===== src/rtl/skt_pkg.sv =====
// ----------------------------------------------------------------------------
// skt_pkg: shared definitions of the sorted keyframe table
// Default sizes, action and status codes, and the command and status
// bundles that join the controller and the datapath.
// ----------------------------------------------------------------------------
`default_nettype none

package skt_pkg;

	localparam int KEYS_PER_TRACK_DEF = 64;
	localparam int TRACKS_DEF         = 3;

	// Action codes of an input item.
	localparam logic [1:0] ACT_INSERT    = 2'd0;
	localparam logic [1:0] ACT_FIND_NEXT = 2'd1;
	localparam logic [1:0] ACT_FIND_PREV = 2'd2;

	// Status codes of a result item.
	localparam logic [1:0] ST_OK        = 2'd0;
	localparam logic [1:0] ST_FULL      = 2'd1;
	localparam logic [1:0] ST_NOT_FOUND = 2'd2;
	localparam logic [1:0] ST_EMPTY     = 2'd3;

	// Source of the fields of a result item.
	typedef enum logic [1:0] {
		RES_FAIL = 2'd0,
		RES_MEM  = 2'd1,
		RES_NEW  = 2'd2
	} res_sel_t;

	typedef struct packed {
		logic       load_in;
		logic       idx_init;
		logic       idx_inc;
		logic       idx_dec;
		logic       rd;
		logic       wr_shift;
		logic       wr_new;
		logic       out_load;
		res_sel_t   res_sel;
		logic [1:0] res_st;
	} skt_cmd_t;

	typedef struct packed {
		logic bad_req;
		logic is_insert;
		logic is_next;
		logic cnt_zero;
		logic cnt_full;
		logic idx_zero;
		logic idx_last;
		logic cmp_gt;
		logic cmp_ge;
		logic out_free;
	} skt_sts_t;

endpackage

`default_nettype wire


===== src/rtl/skt_ctrl.sv =====
// ----------------------------------------------------------------------------
// skt_ctrl: sequencer of the sorted keyframe table
// Steps one item at a time through request check, entry scan and result.
// ----------------------------------------------------------------------------
`default_nettype none

module skt_ctrl import skt_pkg::*; (
	input  wire logic     clk,
	input  wire logic     arst_n,
	input  wire logic     s_tvalid,
	output logic          s_tready,
	input  wire skt_sts_t sts,
	output skt_cmd_t      cmd
);

	typedef enum logic [4:0] {
		S_IDLE  = 5'b00001,
		S_CHECK = 5'b00010,
		S_LOOP  = 5'b00100,
		S_CMP   = 5'b01000,
		S_OUT   = 5'b10000
	} state_t;

	state_t     state_q, state_d;
	res_sel_t   res_sel_q, res_sel_d;
	logic [1:0] res_st_q, res_st_d;

	always_ff @(posedge clk or negedge arst_n) begin
		if (!arst_n) begin
			state_q   <= S_IDLE;
			res_sel_q <= RES_FAIL;
			res_st_q  <= ST_OK;
		end else begin
			state_q   <= state_d;
			res_sel_q <= res_sel_d;
			res_st_q  <= res_st_d;
		end
	end

	always_comb begin
		state_d      = state_q;
		res_sel_d    = res_sel_q;
		res_st_d     = res_st_q;
		cmd          = '0;
		cmd.res_sel  = res_sel_q;
		cmd.res_st   = res_st_q;
		s_tready     = 1'b0;
		case (state_q)
			S_IDLE: begin
				s_tready    = 1'b1;
				cmd.load_in = s_tvalid;
				if (s_tvalid) begin
					state_d = S_CHECK;
				end
			end
			S_CHECK: begin
				if (sts.bad_req) begin
					res_sel_d = RES_FAIL;
					res_st_d  = ST_NOT_FOUND;
					state_d   = S_OUT;
				end else if (sts.is_insert && sts.cnt_full) begin
					res_sel_d = RES_FAIL;
					res_st_d  = ST_FULL;
					state_d   = S_OUT;
				end else if (!sts.is_insert && sts.cnt_zero) begin
					res_sel_d = RES_FAIL;
					res_st_d  = ST_EMPTY;
					state_d   = S_OUT;
				end else begin
					cmd.idx_init = 1'b1;
					state_d      = S_LOOP;
				end
			end
			S_LOOP: begin
				if (sts.is_insert && sts.idx_zero) begin
					cmd.wr_new = 1'b1;
					res_sel_d  = RES_NEW;
					res_st_d   = ST_OK;
					state_d    = S_OUT;
				end else begin
					cmd.rd  = 1'b1;
					state_d = S_CMP;
				end
			end
			S_CMP: begin
				if (sts.is_insert) begin
					// Entries later than the new key move up one place.
					if (sts.cmp_gt) begin
						cmd.wr_shift = 1'b1;
						cmd.idx_dec  = 1'b1;
						state_d      = S_LOOP;
					end else begin
						cmd.wr_new = 1'b1;
						res_sel_d  = RES_NEW;
						res_st_d   = ST_OK;
						state_d    = S_OUT;
					end
				end else if (sts.is_next) begin
					if (sts.cmp_ge) begin
						res_sel_d = RES_MEM;
						res_st_d  = ST_OK;
						state_d   = S_OUT;
					end else if (sts.idx_last) begin
						res_sel_d = RES_FAIL;
						res_st_d  = ST_NOT_FOUND;
						state_d   = S_OUT;
					end else begin
						cmd.idx_inc = 1'b1;
						state_d     = S_LOOP;
					end
				end else begin
					// Previous: scan down; the first entry is the fallback.
					if (!sts.cmp_gt || sts.idx_zero) begin
						res_sel_d = RES_MEM;
						res_st_d  = ST_OK;
						state_d   = S_OUT;
					end else begin
						cmd.idx_dec = 1'b1;
						state_d     = S_LOOP;
					end
				end
			end
			S_OUT: begin
				if (sts.out_free) begin
					cmd.out_load = 1'b1;
					state_d      = S_IDLE;
				end
			end
			default: begin
				state_d = S_IDLE;
			end
		endcase
	end

endmodule

`default_nettype wire


===== config.mk =====
export PLATFORM = sky130hd
export DESIGN_NAME = skt_ctrl
export DESIGN_NICKNAME = d
export VERILOG_FILES = /design/src/rtl/skt_pkg.sv /design/src/rtl/skt_ctrl.sv
export SDC_FILE = /design/constraint.sdc
export NUM_CORES = 1
export LEC_CHECK = 0
export ABC_AREA = 1
export ABC_CLOCK_PERIOD_IN_PS = 1600
export BUFFER_PORTS_ARGS = -buffer_cell sky130_fd_sc_hd__clkbuf_2
export CELL_PAD_IN_SITES_DETAIL_PLACEMENT = 0
export CELL_PAD_IN_SITES_GLOBAL_PLACEMENT = 1
export CORE_MARGIN = 5
export CORE_UTILIZATION = 32
export DETAILED_ROUTE_END_ITERATION = 10
export MAX_ROUTING_LAYER = met4
export PLACE_DENSITY_LB_ADDON = 0.1
export SLEW_MARGIN = 20
export SYNTH_ARGS = -nofsm -noshare
export SYNTH_HDL_FRONTEND = slang
export SYNTH_SLANG_ARGS = --single-unit

===== constraint.sdc =====
create_clock -name clk -period 1.6 [get_ports clk]
set_clock_uncertainty 0.2 [all_clocks]
set_input_delay 0.16 -clock clk [delete_from_list [all_inputs] [get_ports clk]]
set_output_delay 0.16 -clock clk [all_outputs]
set_load 0.005 [all_outputs]

Yosys cells after proc, flatten, opt, wreduce, memory -nomap -nowiden

Index checks and enable logic that the tools add are counted.

Equal/unequal tests: 12
Mux-type cells: 59
Reductions and logical operators: 9

Operator list:

| kind                                          | count |
|---|---|
| 2-to-1 mux 5 bit                              | 12 |
| 2-to-1 mux 2 bit                              | 22 |
| case mux 5 bit (5 select lines)               | 1 |
| 2-to-1 mux 1 bit                              | 21 |
| case mux 2 bit (3 select lines)               | 2 |
| inequality test 4 bit, second input constant  | 2 |
| inequality test 2 bit, second input constant  | 3 |
| AND reduction 6 bit                           | 1 |
| == test 5 x 1 -> 1 bit, second input constant | 1 |
| == test 5 x 2 -> 1 bit, second input constant | 1 |
| == test 5 x 3 -> 1 bit, second input constant | 1 |
| == test 5 x 4 -> 1 bit, second input constant | 1 |
| == test 5 bit, second input constant          | 1 |
| inequality test 5 bit, second input constant  | 1 |
| logical AND 1 bit                             | 3 |
| inequality test 3 bit, second input constant  | 1 |
| nonzero test 3 bit                            | 1 |
| logical NOT 1 bit                             | 2 |
| case mux 1 bit (2 select lines)               | 1 |
| AND reduction 2 bit                           | 1 |
| logical OR 1 bit                              | 1 |

Flip-flop bits (word level): 9
Bits of input ports: 13
Output and inout bits: 13
Logic and storage cells: 83

Depth between registers and ports, before layout

Gate-level depths: netlist (run 1).

Word-level depth: 6
Depth in mapped cells: 8
Gate-level depth less buffers: 8

Least setup slack after synthesis (run 1)

OpenSTA, ideal clock, no wires.

Path type: register to register
Start: reg state_q[0]
End: reg res_sel_q[0]
Setup time: 0.116 ns
Arrival time: 1.058 ns
Data required time: 1.284 ns
Path slack: 0.225 ns
Cell stages (with the launch flop): 8
Clock period less this slack: 1.375 ns
Cell sequence: dfstp_2 > nor2_4 > nand3_4 > nor2_4 > nor2_4 > nand2_2 > nand2_1 > nand2_1

Cells in the longest elaborated chain, start to end: 3
Elaborated cells on any way between the ends: 11
Classes of those cells: 8 x eq/ne; 1 x mux; 2 x reduce/logical

RTL lines:

| element                                                        | line           | RTL |
|---|---|---|
| start: declaration                                             | skt_ctrl.sv:24 | `state_t state_q, state_d;` |
| start signal: assignment                                       | skt_ctrl.sv:34 | `state_q <= state_d;` |
| == test 5 x 4 -> 1 bit (tied with other cells)                 | skt_ctrl.sv:48 | `case (state_q)` |
| inequality test 5 bit (no source line) (tied with other cells) | -              |  |
| AND reduction 6 bit (no source line)                           | -              |  |
| end signal: assignment                                         | skt_ctrl.sv:35 | `res_sel_q <= res_sel_d;` |
| end: declaration                                               | skt_ctrl.sv:25 | `res_sel_t res_sel_q, res_sel_d;` |

Several ways; a longest one is shown, not always the timed one.
A chain may end at the register's enable or synchronous reset.

==> run_results.csv, run 1 <==
group,metric,value,unit
logic_synthesis,synthMuxAreaShare,0,%
floorplan,io_pins,26,
power_and_ir_drop,comb_power_share,48.0,%
route,num_vias,722,
power_and_ir_drop,pwr-share-clk,17.1,%
logic_synthesis,ys_top_cells_by_area,"dfrtp_1, nand2_1, nand3_1",
setup_path,cpPeakStageDelay,0.41,ns
layout,diodes,0,
global_route,antenna_found_initial,0,
route,vias_per_cell,4.54,
logic_synthesis,synthArstFlopShare,100,%
route,first_pass_iters,4,
logic_synthesis,synth_compound_area_share,6.50,%
logic_synthesis,synth_top_area_share,30.6,%
power_and_ir_drop,p_per_area,1080,nW/um^2
global_route,grt_overflow,0,
setup_path,crit_required,1.24,ns
sta,maxSlewViolCount,0,
sta,max_freq,599,MHz
logic_synthesis,avgSynthCellArea,7.35,um^2
layout,fin_cells,159,
sta,rsz0062_at_grt,"yes",
sta,max-slew-margin-rel,84.0,%
logic_synthesis,synth_most_common_cell,"nand2_1",
sta,fin_crit,1.67,ns
setup_path,critPathCaptureType,"output port",
logic_synthesis,synth.net_count,102,
route,drtAntennaViolNets,0,
power_and_ir_drop,p_switching,417,uW
run_status,violations,"setup timing",
cts,clockRootBuffer,"clkbuf_4",
logic_synthesis,synth-warning-count,0,
floorplan,die_x,55.2,um
hold_path,min_from,"sts[8]",
run,maxCapViolations,0,
place,dpl.cell_count,140,
layout,fin_area,991,um^2
cts,clock_sinks,9,
place,post-dp-hpwl,1280,um
logic_synthesis,netlist_instances,89,
logic_synthesis,synth_top_area_cell,"dfrtp_1",
floorplan,rows,16,
logic_synthesis,synth_flop_cell,"dfrtp_1",
logic_synthesis,synthAdderAreaFrac,0,%
sta,worst_slack,-0.0693,ns
floorplan,coreArea,1960,um^2
hold_path,holdPathEnd,"state_q[3]",
layout,fin_nets,146,
setup_path,crit_arrival,1.31,ns
cts,clock_path_buffers,2,
route,wire_per_inst,11.0,um
setup_path,r2r_end,"res_st_q[1]",
power_and_ir_drop,switching_share,39.1,%
power_and_ir_drop,ir_drop,624,uV
logic_synthesis,netlist_area,654,um^2
logic_synthesis,synth_edf_count,0,
cts,htreeDepth,1,
run_status,outcome,"finished with violations",
sta,worstMarginPinSlew,0.238,ns
sta,hold_violations,0,
cts,clock_latency,0.26,ns
logic_synthesis,synthTopCellsByCount,"nand2_1, nand3_1, inv_1, nor2_1, dfrtp_1",
global_route,grt_pass1_wl,3190,um
hold_path,worst_hold_path_type,"in -> reg",
logic_synthesis,ys_ff_latch,9,
route,drc,0,
place,port_buffers,25,
layout,area_delta_synth_final,51.4,%
global_route,grt_pass1_vias,729,
setup_path,ff2ff_setup_slack,-0.02,ns
cts,cts_buffers,3,
layout,drive_above_1_share,46.2,%
route,routed_wirelength,1750,um
route,drtIter0Drc,10,
setup_path,crit_path_start_kind,"register",
cts,path_clk_slew,0.07,ns
place,gp_congestion,0.770,
power_and_ir_drop,leakage,0.000519,uW
setup_path,crit_slowest_cell,"dfrtp_1",
global_route,grt_util_all_layers,13.2,%
logic_synthesis,ys_types,20,
power_and_ir_drop,total_power,1070,uW
logic_synthesis,synth_xor_xnor_area_share,0,%
hold_path,worstHoldPathCells,2,
setup_path,crit_type,"reg -> out",
cts,cts_tree,"built",
setup_path,r2r_start,"state_q[4]",
floorplan,die_h,55.2,um
logic_synthesis,yosys.area_share.simple,50.3,%
floorplan,dieArea,3050,um^2
setup_path,crit_path_max_fanout,5,
place,dpl_cell_area,806,um^2
setup_path,cp_cell_sequence,"inv_2, nor2_4, nand3_4, o22ai_4, clkbuf_2",
logic_synthesis,seq_area_frac_synth,34.6,%
global_route,grt_max_degree,12,
place,post-place-ws,0.0972,ns
sta,post-route-period-util,104,%
logic_synthesis,synth_top_family_by_area,"simple AND/OR/NAND/NOR gates",
sta,setup_viol,7,
power_and_ir_drop,p_int,649,uW
power_and_ir_drop,pwr-share-seq,34.9,%
setup_path,r2r.worst_path.cells,8,
floorplan,start_util,33.4,%
sequential cells by signal (all words and copies together), names as in the netlist:
| register | cells |
|---|---|
| res_sel_q | 2 |
| state_q | 5 |
| res_st_q | 2 |
worst max-delay path by stage:
| stage | startpoint | slack [ns] | cells after the start | to |
|---|---|---|---|---|
| 2_1_floorplan | state_q[0] | 0.23 | 7 | res_sel_q[0] |
| 3_3_place_gp | state_q[1] | 0.11 | 4 | cmd[9] |
| 3_5_place_dp | state_q[1] | 0.1 | 4 | cmd[5] |
| 4_1_cts | state_q[1] | -0.13 | 4 | cmd[5] |
| 5_1_grt | state_q[2] | -0.16 | 5 | cmd[5] |
| 6_report | state_q[2] | -0.07 | 5 | cmd[5] |
power groups by stage:
| stage | Combinational (uW) | Clock (uW) | Sequential, uW |
|---|---|---|---|
| after floorplan | 267 | 0 | 376 |
| after global placement | 413 | 0 | 372 |
| after detailed placement | 411 | 0 | 376 |
| after CTS | 487 | 190 | 373 |
| after global routing | 581 | 204 | 384 |
| final | 512 | 182 | 373 |
cell families after synthesis:
family                 Yosys count
and+or+nand+nor                 59
buffers and inverters           14
AOI/OAI and AO/OA                7
DFF                              9
timing repair:
action / in CTS / in global routing
setup endpoints to repair: 7 / 13
gates cloned: 0 / 0
resized for setup: 8 / 3
pin swaps: 5 / 4
hold buffers: 4 / 0
hold endpoints to repair: 13 / 0
setup buffers: 7 / 4
cells in the final DEF, fill, tap and decap left out, drive strengths merged:
master       instances
clkbuf              26
nand2               21
nor2                18
buf                 14
nand3               13
inv                 13
dfrtp                8
dlygate4sd3          4
nand4                4
a21oi                3
o21ai                3
nor3                 2
or2                  1
o22ai                1
dfstp                1
per-stage QoR:
| step | util [%] | hold slack, ns | setup TNS [ns] |
|---|---|---|---|
| after floorplan | - | -0.336 | 0 |
| after global placement | 41.1 | -0.169 | 0 |
| after detailed placement | 41.1 | -0.167 | 0 |
| after CTS | 49.0 | 0.0285 | -0.475 |
| after global routing | 50.5 | 0.0433 | -1.31 |
| final | 50.5 | 0.0354 | -0.214 |
worst max-delay path: cells and delay by family (launching register included):
kind	cells	cell delay (ns)
DFF	1	0.41
buffers and inverters	2	0.23
and+or+nand+nor	2	0.22
AOI/OAI and AO/OA	1	0.18
per-layer routing:
layer	vias up	GRT usage, %	wire length (um)
li1	373	-	-
met1	327	16.3	798
met2	20	20.3	861
met3	2	3.50	79
met4	0	5.21	10
met5	-	-	0
area by class of cell:
type,count,area [um^2]
flip-flops and latches,9,228
repair buffers,40,248
inverters,13,48.8
clock buffers,4,26.3
fillers,237,971
multi-input cells,66,407
well taps,27,33.8
Note: power is estimated with default switching activity, not from simulation.
==> run 2, diff against run 1 <==
ABC_AREA = unset   (was 1)
CORE_UTILIZATION = 34   (was 32)
REMOVE_ABC_BUFFERS = 1   (was unset)
==> run 2 against run 1 <==
The run still ends with setup timing left. Worst setup slack lost 0.30 ns. Count of clock-buffer cells in the layout unchanged. Wire length increased by 34%. Synthesized area down 0.96%. Power increased by 33%. Sequential power decreased by 3%. Via count grew 7.1%. Sequential cell count stayed put. Critical path depth decreased by 1. Fmax shrank 15%. Final cell count shrank 1.3%. Largest power group unchanged.
==> run_results.csv, run 2 <==
group,metric,value,unit
layout,drive_above_1_share,72.7,%
logic_synthesis,netlist_instances,66,
cts,cts_buffers,3,
power_and_ir_drop,leakage,0.000630,uW
floorplan,dieArea,2880,um^2
power_and_ir_drop,switching_share,35.5,%
floorplan,start_util,36.7,%
cts,htreeDepth,1,
sta,setup_viol,15,
sta,fin_crit,1.97,ns
run,maxCapViolations,0,
power_and_ir_drop,p_int,913,uW
layout,final_common_cell,"buf_4",
floorplan,die_h,53.7,um
hold_path,worst_hold_path_type,"in -> reg",
setup_path,crit_type,"reg -> out",
global_route,grt_pass1_vias,895,
sta,hold_violations,0,
hold_path,worstHoldPathCells,3,
logic_synthesis,synthArstFlopShare,100,%
layout,top_register,"state_q",
cts,cts_tree,"built",
floorplan,coreArea,1760,um^2
logic_synthesis,ys_types,33,
power_and_ir_drop,p_switching,502,uW
logic_synthesis,netlist_area,648,um^2
setup_path,crit_arrival,1.61,ns
logic_synthesis,synth_most_common_cell,"dfrtp_1",
setup_path,critical_path.endpoint,"cmd[9]",
setup_path,crit_path_start_kind,"register",
sta,worstMarginPinSlew,0.372,ns
floorplan,die_x,53.7,um
cts,clock_sinks,9,
route,vias_per_cell,4.92,
floorplan,io_pins,26,
sta,rsz0062_at_grt,"yes",
global_route,grt_pass1_wl,3940,um
route,drtIter0Drc,9,
setup_path,crit_slowest_cell,"dfrtp_1",
logic_synthesis,synth-warning-count,0,
setup_path,cpPeakStageDelay,0.39,ns
setup_path,r2r_start,"state_q[1]",
layout,area_delta_synth_final,98.1,%
layout,top_regs,"state_q (5), res_sel_q (2), res_st_q (2)",
sta,max-slew-margin-rel,75.2,%
setup_path,crit_path_max_fanout,3,
layout,largest_reg_flops,5,
logic_synthesis,seq_area_frac_synth,34.9,%
global_route,grt_overflow,0,
route,routed_wirelength,2350,um
power_and_ir_drop,comb_power_share,62.5,%
route,num_vias,773,
global_route,grt_max_degree,10,
setup_path,cp_top_family,"simple AND/OR/NAND/NOR gates",
logic_synthesis,synth_top_area_share,30.9,%
place,port_buffers,25,
cts,clockRootBuffer,"clkbuf_4",
logic_synthesis,synth_top_area_cell,"dfrtp_1",
setup_path,r2r.worst_path.cells,5,
setup_path,critPathCaptureType,"output port",
logic_synthesis,ys_top_cells_by_area,"dfrtp_1, a21oi_1, mux2_4",
power_and_ir_drop,p_per_area,1100,nW/um^2
setup_path,cp_cell_sequence,"or3_4, or2_4, nor4b_4, buf_2",
route,drtAntennaViolNets,0,
run_status,violations,"setup timing",
setup_path,cp.depth,4,
setup_path,r2r_end,"res_sel_q[0]",
setup_path,ff2ff_setup_slack,-0.34,ns
global_route,antenna_found_initial,0,
layout,fin_cells,157,
cts,path_clk_slew,0.07,ns
cts,clock_latency,0.26,ns
layout,diodes,0,
place,post-dp-hpwl,1510,um
sta,post-route-period-util,123,%
layout,final_cell_mix,"buf_4, clkbuf_2, buf_6, dfrtp_1, a21oi_1",
run_status,outcome,"finished with violations",
logic_synthesis,synthTopCellsByCount,"dfrtp_1, a21oi_1, nor2_1",
logic_synthesis,avgSynthCellArea,9.82,um^2
global_route,grt_util_all_layers,19.3,%
place,dpl.cell_count,136,
logic_synthesis,synth_flop_cell,"dfrtp_1",
power_and_ir_drop,pwr-share-seq,25.4,%
sta,max_freq,507,MHz
power_and_ir_drop,pwr-share-clk,12.1,%
floorplan,rows,15,
setup_path,crit_required,1.24,ns
route,drc,0,
layout,utilization,72.8,%
sta,maxSlewViolCount,0,
place,post-place-ws,-0.294,ns
setup_path,crit_buf_inv,1,
layout,fin_nets,146,
sta,hold_slack,0.0131,ns
route,wire_per_inst,14.9,um
logic_synthesis,ys_ff_latch,9,
setup_path,critPathLaunch,"state_q[1]",
power_and_ir_drop,ir_drop,968,uV
cts,clock_path_buffers,2,
route,first_pass_iters,4,
sta,worst_slack,-0.371,ns
place,gp_congestion,0.776,
logic_synthesis,synth_edf_count,0,
==> run 2: cell count changes in the layout (fill, tap and decap cells not counted), moves of 3 or more <==
cell	delta
nor2_1	-9
nor3_4	+3
buf_6	+9
inv_1	-7
a21oi_1	+3
buf_4	+17
nand2_1	-19
inv_2	-4
clkbuf_2	-3
nand4_1	-3
nand3_1	-10
nor2_4	-3
==> run 2: how the worst min path moves through the flow <==
| stage | start | end | slack [ns] |
|---|---|---|---|
| 2_1_floorplan | arst_n | res_sel_q[0] | -0.34 |
| 3_3_place_gp | arst_n | state_q[2] | -0.17 |
| 5_1_grt | sts[4] | state_q[3] | 0.03 |
| 4_1_cts | sts[4] | state_q[3] | 0.02 |
| 6_report | sts[4] | state_q[3] | 0.01 |
| 3_5_place_dp | arst_n | state_q[1] | -0.17 |
==> run 2: through the flow <==
stage,TNS (ns),total power (uW),cell area [um^2]
2_1_floorplan,-1.19,593,637
3_3_place_gp,-1.84,863,951
3_5_place_dp,-2.18,875,951
4_1_cts,-3.72,1300,1250
5_1_grt,-4.80,1520,1280
6_report,-3.75,1420,1280
==> run 2: power by group through the flow <==
| stage | logic (uW) | clock network, uW | registers [uW] |
|---|---|---|---|
| finish | 884 | 172 | 360 |
| global route | 967 | 186 | 366 |
| CTS | 774 | 173 | 357 |
| detailed placement | 529 | 0 | 347 |
| global placement | 520 | 0 | 343 |
| floorplan | 238 | 0 | 354 |
==> run 2: logic make-up (layout without fill, tap and decap cells) <==
family	count (synthesis)	count (layout)	synth area share, %
simple gates	30	30	29.9
xor+xnor	1	1	1.35
compound gates	21	21	26.3
mux	2	2	4.63
flops	9	9	34.9
buf+inv	3	69	2.90
==> run 2: tightest hold or removal path, stage by stage <==
cell and delay [ns]:
clkbuf_2 0.09, buf_4 0.12, a21oi_1 0.06
==> run 2: final cells by class <==
| class | instances | area, um^2 |
|---|---|---|
| fillers | 149 | 480 |
| well taps | 25 | 31.3 |
| inverters | 2 | 7.51 |
| repair buffers | 63 | 457 |
| clock buffers | 4 | 26.3 |
| flip-flops and latches | 9 | 226 |
| multi-input cells | 54 | 536 |
==> run 2: layer usage <==
metal	global-route usage [%]	vias up	routed length [um]
met4	6.81	0	5
li1	-	377	-
met1	21.8	371	1000
met3	3.05	2	89
met5	-	-	0
met2	34.1	23	1250
==> run 2: timing repair <==
action,in CTS,in global routing
endpoints found under the setup margin,17,16
resized for setup,33,14
buffers inserted,15,2
hold endpoints to repair,11,0
hold buffers,3,0
pin swaps,12,7
==> run 3, diff against run 2 <==
PLACE_DENSITY_LB_ADDON = 0.15   (was 0.1)
==> run 3 against run 2 <==
The run still ends with setup timing left. Worst setup slack lost 0.040 ns. Sequential share of layout area fell by 0.17 points. Final cell count up 0.64%. Global-route usage down 1.7 points. Non-clock buffer count rose by 1. Sequential power fell by 3%. Count of clock-buffer cells in the layout stayed put. Via count increased by 4.8%. Wire length shrank 2.0%. Critical endpoint unchanged. Largest cell class unchanged. Highest routed layer unchanged.
==> run_results.csv, run 3 (synthesis results as in run 2) <==
group,metric,value,unit
setup_path,critPathCaptureType,"output port",
cts,clock_sinks,9,
cts,path_clk_slew,0.06,ns
global_route,grt_pass1_vias,804,
power_and_ir_drop,p_switching,515,uW
cts,cts_tree,"built",
cts,clockRootBuffer,"clkbuf_4",
hold_path,worst_hold_path_type,"in -> reg",
sta,fin_crit,2.01,ns
layout,seq_area,226,um^2
sta,setup_viol,15,
layout,multiInputGateArea,529,um^2
setup_path,crit_path_start_kind,"register",
sta,rsz0062_at_grt,"yes",
power_and_ir_drop,pwr-share-clk,11.9,%
floorplan,io_pins,26,
cts,clock_latency,0.26,ns
route,drc,0,
layout,drive_above_1_share,71.4,%
sta,worst_slack,-0.411,ns
floorplan,die_h,53.7,um
place,dpl.cell_count,135,
power_and_ir_drop,switching_share,34.9,%
run_status,outcome,"finished with violations",
sta,post-route-period-util,126,%
power_and_ir_drop,p_int,963,uW
place,gp_congestion,0.724,
setup_path,crit_path_max_fanout,3,
layout,fin_cells,158,
layout,final_common_cell,"buf_4",
sta,maxSlewViolCount,0,
route,wire_per_inst,14.5,um
route,drtIter0Drc,14,
layout,final_cell_mix,"buf_4, clkbuf_2, buf_6, dfrtp_1, a21oi_1",
setup_path,crit_type,"reg -> out",
place,post-dp-hpwl,1510,um
layout,top_regs,"state_q (5), res_sel_q (2), res_st_q (2)",
sta,worstMarginPinSlew,0.350,ns
setup_path,cp_cell_sequence,"or3_4, or2_4, nor4b_4, buf_2",
sta,max-slew-margin-rel,76.6,%
floorplan,dieArea,2880,um^2
setup_path,crit_required,1.24,ns
cts,htreeDepth,1,
layout,top_register,"state_q",
power_and_ir_drop,leakage,0.000633,uW
cts,cts_buffers,3,
global_route,grt_util_all_layers,17.6,%
global_route,grt_pass1_wl,3620,um
sta,max_freq,497,MHz
run,maxCapViolations,0,
setup_path,crit_arrival,1.65,ns
sta,hold_violations,0,
global_route,antenna_found_initial,0,
cts,clock_path_buffers,2,
power_and_ir_drop,p_per_area,1140,nW/um^2
route,drtAntennaViolNets,0,
setup_path,critPathLaunch,"state_q[1]",
layout,area_delta_synth_final,100,%
floorplan,coreArea,1760,um^2
setup_path,crit_slowest_cell,"dfrtp_1",
route,first_pass_iters,4,
layout,diodes,0,
route,vias_per_cell,5.13,
layout,fin_nets,147,
power_and_ir_drop,comb_power_share,64.6,%
global_route,grt_max_degree,10,
layout,largest_reg_flops,5,
hold_path,min_from,"sts[4]",
route,num_vias,810,
floorplan,die_x,53.7,um
floorplan,start_util,36.7,%
floorplan,rows,15,
sta,setup_tns,-4.05,ns
setup_path,cpPeakStageDelay,0.40,ns
power_and_ir_drop,ir_drop,773,uV
route,routed_wirelength,2300,um
run_status,violations,"setup timing",
setup_path,r2r_start,"state_q[1]",
power_and_ir_drop,pwr-share-seq,23.5,%
place,port_buffers,25,
global_route,grt_overflow,0,
layout,nFillCells,138,
-- run 3: cell types whose count changed in the layout (fill, tap and decap cells not counted), moves of 2 or more --
cell and delta:
buf_6 +3, o21ai_1 -2, o21ai_0 +2, nor2_4 -2, nand3_4 +2, buf_4 -2, nand3_2 -2, nor2_2 +2
-- run 3: power groups by stage --
| stage | Combinational [uW] | Sequential, uW | Clock [uW] |
|---|---|---|---|
| final | 955 | 348 | 176 |
| after global routing | 1030 | 354 | 187 |
| after CTS | 696 | 350 | 175 |
| after detailed placement | 522 | 344 | 0 |
| after global placement | 516 | 342 | 0 |
| after floorplan | 238 | 354 | 0 |
-- run 3: through the flow --
step	util, %	cell area, um^2	total power [uW]	worst slack, ns	hold WS (ns)
2_1_floorplan	-	637	593	-0.274	-0.336
5_1_grt	73.5	1300	1570	-0.453	0.0306
4_1_cts	64.6	1140	1220	-0.385	0.00943
6_report	73.5	1300	1480	-0.411	0.0173
3_5_place_dp	53.5	943	866	-0.297	-0.169
3_3_place_gp	53.5	943	858	-0.277	-0.169
-- run 3: timing repair --
| action | in CTS | in global routing |
|---|---|---|
| gates resized for setup | 22 | 21 |
| buffers inserted | 7 | 9 |
| hold endpoints to repair | 11 | 0 |
| setup endpoints to repair | 15 | 16 |
| hold buffers | 3 | 0 |
| pin swaps | 10 | 7 |
-- run 3: critical path, delay by kind of cell (launching register included) --
family	cells	cell delay, ns
AND/OR/NAND/NOR	3	0.84
flip-flops	1	0.40
buffers and inverters	1	0.15
-- run 3: per-layer routing --
layer / share of wire (%) / GRT usage [%] / vias to the layer above
met4: 0.52 / 2.55 / 0
met1: 43 / 22.1 / 397
met3: 6.1 / 2.77 / 2
met5: 0 / - / -
li1: - / - / 379
met2: 51 / 30.2 / 32
-- run 3: cell type report --
type / instances / share of cell area, %
Clock buffer: 4 / 2.03
Inverter: 2 / 0.579
Multi-Input combinational cell: 54 / 40.8
Sequential cell: 9 / 17.5
Tap cell: 25 / 2.41
Timing Repair Buffer: 64 / 36.7
-- run 3: path summary, 6_finish.rpt --
kind / endpoint / slack (ns) / cells past startpoint
setup / recovery: cmd[9] / -0.41 / 4
hold / removal: state_q[3] / 0.02 / 3
setup reg to reg: res_sel_q[0] / -0.33 / 5
hold reg to reg: res_sel_q[1] / 0.29 / 1
max in group asynchronous: state_q[0] / 0.86 / 2
min in group asynchronous: state_q[4] / 0.08 / 2
